<file path="src/hdl/jtss_pkg.sv">
// Shared types, codes and helpers for the JTAG TAP shift sequencer.
`default_nettype none
package jtss_pkg;

    localparam int BURST_MAX = 7;
    localparam int CNT_W     = 3;
    localparam int WORD_W    = 32;
    localparam int LEFT_W    = 6;

    localparam logic [2:0] REQ_TAP_RESET = 3'd0;
    localparam logic [2:0] REQ_IR8       = 3'd1;
    localparam logic [2:0] REQ_DR16      = 3'd2;
    localparam logic [2:0] REQ_DR20      = 3'd3;
    localparam logic [2:0] REQ_DR32      = 3'd4;
    localparam logic [2:0] REQ_TDO       = 3'd5;

    localparam logic [1:0] LEN_8  = 2'd0;
    localparam logic [1:0] LEN_16 = 2'd1;
    localparam logic [1:0] LEN_20 = 2'd2;
    localparam logic [1:0] LEN_32 = 2'd3;

    // One command's wire cycles, beat 0 in bit 0; word fields belong to the final beat.
    typedef struct packed {
        logic [CNT_W-1:0]     count;
        logic [BURST_MAX-1:0] tms;
        logic [BURST_MAX-1:0] tdi;
        logic [BURST_MAX-1:0] want;
        logic                 word_valid;
        logic [WORD_W-1:0]    word;
        logic                 err;
    } burst_t;

    function automatic logic [LEFT_W-1:0] len_of(input logic [1:0] lc);
        case (lc)
            LEN_8:   len_of = 6'd8;
            LEN_16:  len_of = 6'd16;
            LEN_20:  len_of = 6'd20;
            default: len_of = 6'd32;
        endcase
    endfunction

    function automatic logic msb_bit(input logic [WORD_W-1:0] d, input logic [1:0] lc);
        case (lc)
            LEN_8:   msb_bit = d[7];
            LEN_16:  msb_bit = d[15];
            LEN_20:  msb_bit = d[19];
            default: msb_bit = d[31];
        endcase
    endfunction

endpackage
`default_nettype wire

</file>
<file path="src/hdl/jtag_tap_shift_sequencer_unit.sv">
// Top level of the JTAG TAP shift sequencer.
`default_nettype none
// Each accepted command becomes a burst of wire cycles (TMS/TDI pairs) on the result
// channel, one transfer per clock while m_ready is high: 7 for a TAP reset, 5 to start an
// IR shift, 4 to start a DR shift, 1 for each returned TDO bit in mid-shift, 2 for the exit
// with the captured word, and 1 for a flagged protocol error. The result port is the only
// limit: the next command is taken in the same cycle as the final beat of the current
// burst, so a command holds the block only while its burst plays out, and a TDO return
// that answers a single shift cycle follows it with no gap. The sequencer state advances
// when the command is taken, so commands queue behind the burst in order.
module jtag_tap_shift_sequencer_unit (
    input  wire logic                        aclk,
    input  wire logic                        aresetn,
    input  wire logic                        s_valid,
    output logic                             s_ready,
    input  wire logic [2:0]                  s_req_type,
    input  wire logic [jtss_pkg::WORD_W-1:0] s_shift_data,
    input  wire logic                        s_tclk_level,
    input  wire logic                        s_tdo_bit,
    output logic                             m_valid,
    input  wire logic                        m_ready,
    output logic                             m_tms,
    output logic                             m_tdi,
    output logic                             m_wants_tdo,
    output logic                             m_word_valid,
    output logic [jtss_pkg::WORD_W-1:0]      m_captured_word,
    output logic                             m_protocol_error,
    output logic                             m_last
);
    import jtss_pkg::*;

    burst_t burst;
    logic   can_load;
    logic   load;

    assign s_ready = can_load;
    assign load    = s_valid && can_load;

    jtss_ctrl u_ctrl (
        .aclk       (aclk),
        .aresetn    (aresetn),
        .load       (load),
        .req_type   (s_req_type),
        .shift_data (s_shift_data),
        .tclk_level (s_tclk_level),
        .tdo_bit    (s_tdo_bit),
        .burst      (burst)
    );

    jtss_emit u_emit (
        .aclk             (aclk),
        .aresetn          (aresetn),
        .load             (load),
        .burst            (burst),
        .can_load         (can_load),
        .m_valid          (m_valid),
        .m_ready          (m_ready),
        .m_tms            (m_tms),
        .m_tdi            (m_tdi),
        .m_wants_tdo      (m_wants_tdo),
        .m_word_valid     (m_word_valid),
        .m_captured_word  (m_captured_word),
        .m_protocol_error (m_protocol_error),
        .m_last           (m_last)
    );

endmodule
`default_nettype wire

</file>
<file path="src/hdl/jtss_ctrl.sv">
// Sequencer state and command decode into a burst of wire cycles.
`default_nettype none
module jtss_ctrl (
    input  wire logic                       aclk,
    input  wire logic                       aresetn,
    input  wire logic                       load,
    input  wire logic [2:0]                 req_type,
    input  wire logic [jtss_pkg::WORD_W-1:0] shift_data,
    input  wire logic                       tclk_level,
    input  wire logic                       tdo_bit,
    output jtss_pkg::burst_t                burst
);
    import jtss_pkg::*;

    logic              shifting_reg, shifting_next;
    logic [LEFT_W-1:0] bits_left_reg, bits_left_next;
    logic [WORD_W-1:0] out_shifter_reg, out_shifter_next;
    logic [WORD_W-1:0] in_word_reg, in_word_next;
    logic [1:0]        length_code_reg, length_code_next;
    logic              saved_tclk_reg, saved_tclk_next;

    always_comb begin
        logic [1:0]        lc;
        logic              bit_out;
        logic [WORD_W-1:0] w;
        logic [WORD_W-1:0] shifted_in;

        shifting_next    = shifting_reg;
        bits_left_next   = bits_left_reg;
        out_shifter_next = out_shifter_reg;
        in_word_next     = in_word_reg;
        length_code_next = length_code_reg;
        saved_tclk_next  = saved_tclk_reg;

        burst            = '0;
        lc               = 2'(req_type - REQ_IR8);
        bit_out          = 1'b0;
        w                = '0;
        shifted_in       = {in_word_reg[WORD_W-2:0], tdo_bit};

        if (req_type > REQ_TDO || ((req_type == REQ_TDO) != shifting_reg)) begin
            // unexpected input: drop it, flag one non-wire result
            burst.count = 3'd1;
            burst.err   = 1'b1;
        end else if (req_type == REQ_TAP_RESET) begin
            burst.count = 3'd7;
            burst.tms   = 7'b0111111;
            burst.tdi   = 7'b1111111;
        end else if (req_type == REQ_TDO) begin
            in_word_next = shifted_in;
            if (bits_left_reg != '0) begin
                bit_out          = msb_bit(out_shifter_reg, length_code_reg);
                out_shifter_next = {out_shifter_reg[WORD_W-2:0], 1'b0};
                bits_left_next   = bits_left_reg - 6'd1;
                burst.count      = 3'd1;
                burst.tms        = {6'b0, (bits_left_reg == 6'd1)};
                burst.tdi        = {6'b0, bit_out};
                burst.want       = 7'b0000001;
            end else begin
                case (length_code_reg)
                    LEN_8:   w = {24'b0, shifted_in[7:0]};
                    LEN_16:  w = {16'b0, shifted_in[15:0]};
                    LEN_20:  w = {12'b0, shifted_in[3:0], shifted_in[19:4]};
                    default: w = shifted_in;
                endcase
                shifting_next    = 1'b0;
                burst.count      = 3'd2;
                burst.tms        = 7'b0000001;
                burst.tdi        = {5'b0, saved_tclk_reg, 1'b1};
                burst.word_valid = 1'b1;
                burst.word       = w;
            end
        end else begin
            bit_out          = msb_bit(shift_data, lc);
            length_code_next = lc;
            bits_left_next   = len_of(lc) - 6'd1;
            out_shifter_next = {shift_data[WORD_W-2:0], 1'b0};
            in_word_next     = '0;
            saved_tclk_next  = tclk_level;
            shifting_next    = 1'b1;
            if (req_type == REQ_IR8) begin
                burst.count = 3'd5;
                burst.tms   = 7'b0000011;
                burst.tdi   = {2'b0, bit_out, 3'b111, tclk_level};
                burst.want  = 7'b0010000;
            end else begin
                burst.count = 3'd4;
                burst.tms   = 7'b0000001;
                burst.tdi   = {3'b0, bit_out, 2'b11, tclk_level};
                burst.want  = 7'b0001000;
            end
        end
    end

    always_ff @(posedge aclk) begin
        if (!aresetn) begin
            shifting_reg    <= 1'b0;
            bits_left_reg   <= '0;
            out_shifter_reg <= '0;
            in_word_reg     <= '0;
            length_code_reg <= LEN_8;
            saved_tclk_reg  <= 1'b0;
        end else if (load) begin
            shifting_reg    <= shifting_next;
            bits_left_reg   <= bits_left_next;
            out_shifter_reg <= out_shifter_next;
            in_word_reg     <= in_word_next;
            length_code_reg <= length_code_next;
            saved_tclk_reg  <= saved_tclk_next;
        end
    end

endmodule
`default_nettype wire

</file>
<file path="src/hdl/jtss_emit.sv">
// Result buffer that plays out one burst of wire cycles, one transfer per beat.
`default_nettype none
module jtss_emit (
    input  wire logic                        aclk,
    input  wire logic                        aresetn,
    input  wire logic                        load,
    input  wire jtss_pkg::burst_t            burst,
    output logic                             can_load,
    output logic                             m_valid,
    input  wire logic                        m_ready,
    output logic                             m_tms,
    output logic                             m_tdi,
    output logic                             m_wants_tdo,
    output logic                             m_word_valid,
    output logic [jtss_pkg::WORD_W-1:0]      m_captured_word,
    output logic                             m_protocol_error,
    output logic                             m_last
);
    import jtss_pkg::*;

    logic [CNT_W-1:0]     cnt_reg;
    logic [BURST_MAX-1:0] tms_reg, tdi_reg, want_reg;
    logic                 valid_reg, err_reg;
    logic [WORD_W-1:0]    word_reg;
    logic                 take;

    assign m_valid  = (cnt_reg != '0);
    assign m_last   = (cnt_reg == 3'd1);
    assign take     = m_valid && m_ready;
    // refill when idle or on the cycle the final beat is taken
    assign can_load = !m_valid || (take && m_last);

    assign m_tms            = tms_reg[0];
    assign m_tdi            = tdi_reg[0];
    assign m_wants_tdo      = want_reg[0];
    assign m_word_valid     = m_last && valid_reg;
    assign m_captured_word  = m_last ? word_reg : '0;
    assign m_protocol_error = m_last && err_reg;

    always_ff @(posedge aclk) begin
        if (!aresetn) begin
            cnt_reg <= '0;
        end else if (load) begin
            cnt_reg <= burst.count;
        end else if (take) begin
            cnt_reg <= cnt_reg - 3'd1;
        end
    end

    always_ff @(posedge aclk) begin
        if (load) begin
            tms_reg   <= burst.tms;
            tdi_reg   <= burst.tdi;
            want_reg  <= burst.want;
            valid_reg <= burst.word_valid;
            word_reg  <= burst.word;
            err_reg   <= burst.err;
        end else if (take) begin
            tms_reg  <= {1'b0, tms_reg[BURST_MAX-1:1]};
            tdi_reg  <= {1'b0, tdi_reg[BURST_MAX-1:1]};
            want_reg <= {1'b0, want_reg[BURST_MAX-1:1]};
        end
    end

endmodule
`default_nettype wire

</file>
<file path="config.mk">
export PLATFORM = sky130hd
export DESIGN_NAME = jtag_tap_shift_sequencer_unit
export DESIGN_NICKNAME = d
export VERILOG_FILES = /design/src/hdl/jtss_pkg.sv /design/src/hdl/jtag_tap_shift_sequencer_unit.sv /design/src/hdl/jtss_ctrl.sv /design/src/hdl/jtss_emit.sv
export SDC_FILE = /design/constraint.sdc
export NUM_CORES = 1
export LEC_CHECK = 0
export ABC_AREA = 1
export BUFFER_PORTS_ARGS = -buffer_cell sky130_fd_sc_hd__buf_2
export CAP_MARGIN = 20
export CELL_PAD_IN_SITES_DETAIL_PLACEMENT = 0
export CELL_PAD_IN_SITES_GLOBAL_PLACEMENT = 1
export CORE_AREA = 10 10 110 161
export DETAILED_ROUTE_END_ITERATION = 8
export DIE_AREA = 0 0 120 171
export PLACE_DENSITY_LB_ADDON = 0.1
export SLEW_MARGIN = 30
export SYNTH_ARGS = -nofsm -noshare
export SYNTH_HDL_FRONTEND = slang
export SYNTH_SLANG_ARGS = --single-unit
</file>
<file path="constraint.sdc">
create_clock -name aclk -period 2.5 [get_ports aclk]
set_input_delay 0.125 -clock aclk [delete_from_list [all_inputs] [get_ports aclk]]
set_output_delay 0.125 -clock aclk [all_outputs]
set_load 0.1 [all_outputs]
</file>
==> impl_metrics.py <==
metrics = {
    "outcome": {
        "outcome": "finished, final reports clean",
    },
    "finish": {
        "fillers": 1523,
        "multi_input_area_um2": 2630,
        "stdcell_count": 1076,
        "nets": 917,
        "syn_to_final_growth_pct": 16.7,
        "drive_gt1_share_pct": 18.4,
        "regArea_um2": 3000,
        "largest_reg_flops": 32,
        "final_cell_mix": "nand2_1, nor2_1, buf_2",
        "final_core_util_pct": 48.4,
        "final_common_cell": "nand2_1",
        "antenna_cells": 0,
    },
    "timing": {
        "rsz0062_at_grt": "no",
        "worst_pin_slew_ns": 0.669,
        "slew_viol_final": 0,
        "setup_tns_ns": 0,
        "setup-violations-final": 0,
        "post-route-min-period_ns": 2.11,
        "fin_crit_sh_pct": 84.3,
        "finClkSkew_ns": 0.00734,
        "slew_headroom_pct": 55.4,
        "fmaxAchievable_mhz": 474,
        "finalHoldViolations": 0,
    },
    "placement": {
        "dpl.cell_count": 1043,
        "gp_congestion": 0.850,
        "hpwl_mm": 10.3,
        "port-buffer-count": 80,
    },
    "routing": {
        "drtAntennaViolNets": 0,
        "wire_per_inst_um": 13.5,
        "dr_total_vias": 5159,
        "drt_iter0_markers": 222,
        "via_per_inst": 4.79,
        "finalWirelength_mm": 14.5,
        "drc": 0,
        "firstDrtPassIters": 4,
    },
    "logic_synthesis": {
        "synth.top_cells.by_area": "dfxtp_1, edfxtp_1, nand2_1",
        "synthCells": 800,
        "post_synth.cell_area_avg_um2": 7.75,
        "synth_edf_count": 50,
        "yosys_warnings": 0,
        "yosysSeqAreaShare_pct": 48.4,
        "synthArstFlopShare_pct": 0,
        "synth_top_area_share_pct": 24.2,
        "synthFlopType": "dfxtp_1",
        "yosys.area.top_type": "dfxtp_1",
        "synthesis.nets": 853,
        "syn_area_um2": 6200,
        "ys_types": 36,
        "synth_seq_cells": 125,
    },
    "floorplan": {
        "die_x_um": 120,
        "die_y_um": 171,
        "dieArea_um2": 20500,
        "start_util_pct": 41.5,
        "io_pins": 81,
        "num_rows": 55,
        "core_area_um2": 14900,
    },
    "setup_path": {
        "crit_path_frequent_cell": "nand2_4",
        "slowest_delay_ns": 0.31,
        "worstSetupPathType": "flop to flop",
        "worstSetupEndpointType": "flop",
        "cp_data_arrival_time_ns": 2.38,
        "startpoint_type": "flop",
        "required_ns": 2.78,
        "reg2reg_slack_ns": 0.39,
        "cpMaxStageDelayCell": "dfxtp_1",
        "critPathMaxFanout": 44,
        "crit_path_cell_trace": "inv_1, ha_1, nand3_2, nand2_4, nand2_4, nor2_8, nand2_2, buf_12, o21ai_0, nor2_1",
    },
    "clock_tree": {
        "root_buffer": "clkbuf_16",
        "clock_path_buffers": 2,
        "cts.sinks": 125,
        "cts_made_buffers": 17,
        "cts.clk_slew.worst_paths_ns": 0.06,
        "htreeDepth": 4,
        "cts_tree": "done",
        "cts_resized": 0,
        "clk_latency_ns": 0.41,
    },
    "pwr": {
        "pwr-share-comb_pct": 40.8,
        "leakagePower_nw": 3.14,
        "ir_drop_uv": 595,
        "internal-power_mw": 4.88,
        "swShare_pct": 45.2,
        "seqPwrFrac_pct": 33.6,
        "p_per_area_nw_per_um2": 1230,
        "power_switching_mw": 4.02,
        "p_clk_share_pct": 25.6,
    },
    "grt": {
        "grt-ovfl-total": 0,
        "grt_pass1_wl_mm": 24.3,
        "first_global_vias": 5127,
        "track_usage_pct": 14.4,
        "grt_start_max_net_pins": 45,
        "antenna_found_initial": 0,
    },
    "job": {
        "max_cap_violations": 0,
    },
    "min_path": {
        "hold_class": "input pin to flop",
    },
}
-- power groups by stage --
stage | clock network [mW] | logic [mW] | registers, mW
global placement | 0 | 3.60 | 3.02
finish | 2.28 | 3.63 | 2.99
floorplan | 0 | 2.91 | 3.15
global route | 2.43 | 3.94 | 3.05
CTS | 2.34 | 3.68 | 2.99
detailed placement | 0 | 3.67 | 3.03
-- area by class of cell --
type | count | share of cell area [%]
clock buffers | 18 | 5.93
clock inverters | 14 | 1.68
inverters | 75 | 3.89
multi-input cells | 553 | 36.4
flip-flops and latches | 125 | 41.5
well taps | 199 | 3.44
repair buffers | 92 | 7.16
-- kinds of logic after synthesis --
group	synth area share, %
mux	0.182
buf+inv	9.20
compound gates	10.0
simple gates	29.4
fa+ha+maj	2.42
flops	48.4
xor+xnor	0.283
-- metrics by stage --
| step | setup WS [ns] | instance area [µm²] | total power, mW | hold slack [ns] |
|---|---|---|---|---|
| after CTS | 0.362 | 7230 | 9.00 | 0.0251 |
| after detailed placement | 0.358 | 6670 | 6.70 | 0.417 |
| after floorplan | 0.165 | 6200 | 6.06 | 0.263 |
| final | 0.392 | 7230 | 8.90 | 0.0419 |
| after global placement | 0.420 | 6670 | 6.62 | 0.413 |
| after global routing | 0.165 | 7230 | 9.42 | 0.0383 |
-- repair_timing --
item	4_1_cts	5_1_grt
setup buffers	0	0
endpoints found under the hold margin	1	0
hold buffers	1	0
-- per-layer routing --
layer	vias to the layer above	share of wire (%)	GRT usage, %
met5	-	0	0
met4	0	1.2	5.42
met3	13	5.6	4.16
met2	109	51	25.5
met1	2355	42	15.9
li1	2682	-	-
-- synth_stat cells (12+ instances only) --
master / count
o21ai_0: 45
nand3_1: 15
buf_2: 15
nand4_1: 21
o21ai_1: 17
nand2_1: 215
inv_1: 69
a21oi_1: 48
ha_1: 12
dfxtp_1: 75
nor2_1: 136
clkbuf_1: 15
edfxtp_1: 50
-- worst paths after layout --
kind         cells after the start                   endpoint                 startpoint
max                             10     u_ctrl.in_word_reg[23]          u_emit.cnt_reg[1]
min                              3      u_ctrl.in_word_reg[0]                  s_tdo_bit
max reg2reg                     10     u_ctrl.in_word_reg[23]          u_emit.cnt_reg[1]
min reg2reg                      2  u_ctrl.out_shifter_reg[1]  u_ctrl.out_shifter_reg[1]
-- worst max-delay path, delay by kind of cell, from the launching register on --
family | cells | cell delay [ns]
AO/OA/AOI/OAI | 1 | 0.19
adder cells (fa/ha/maj) | 1 | 0.19
buffers and inverters | 2 | 0.31
flip-flops | 1 | 0.31
AND/OR/NAND/NOR | 6 | 0.95
No activity file was read; power rests on OpenSTA's default activity.
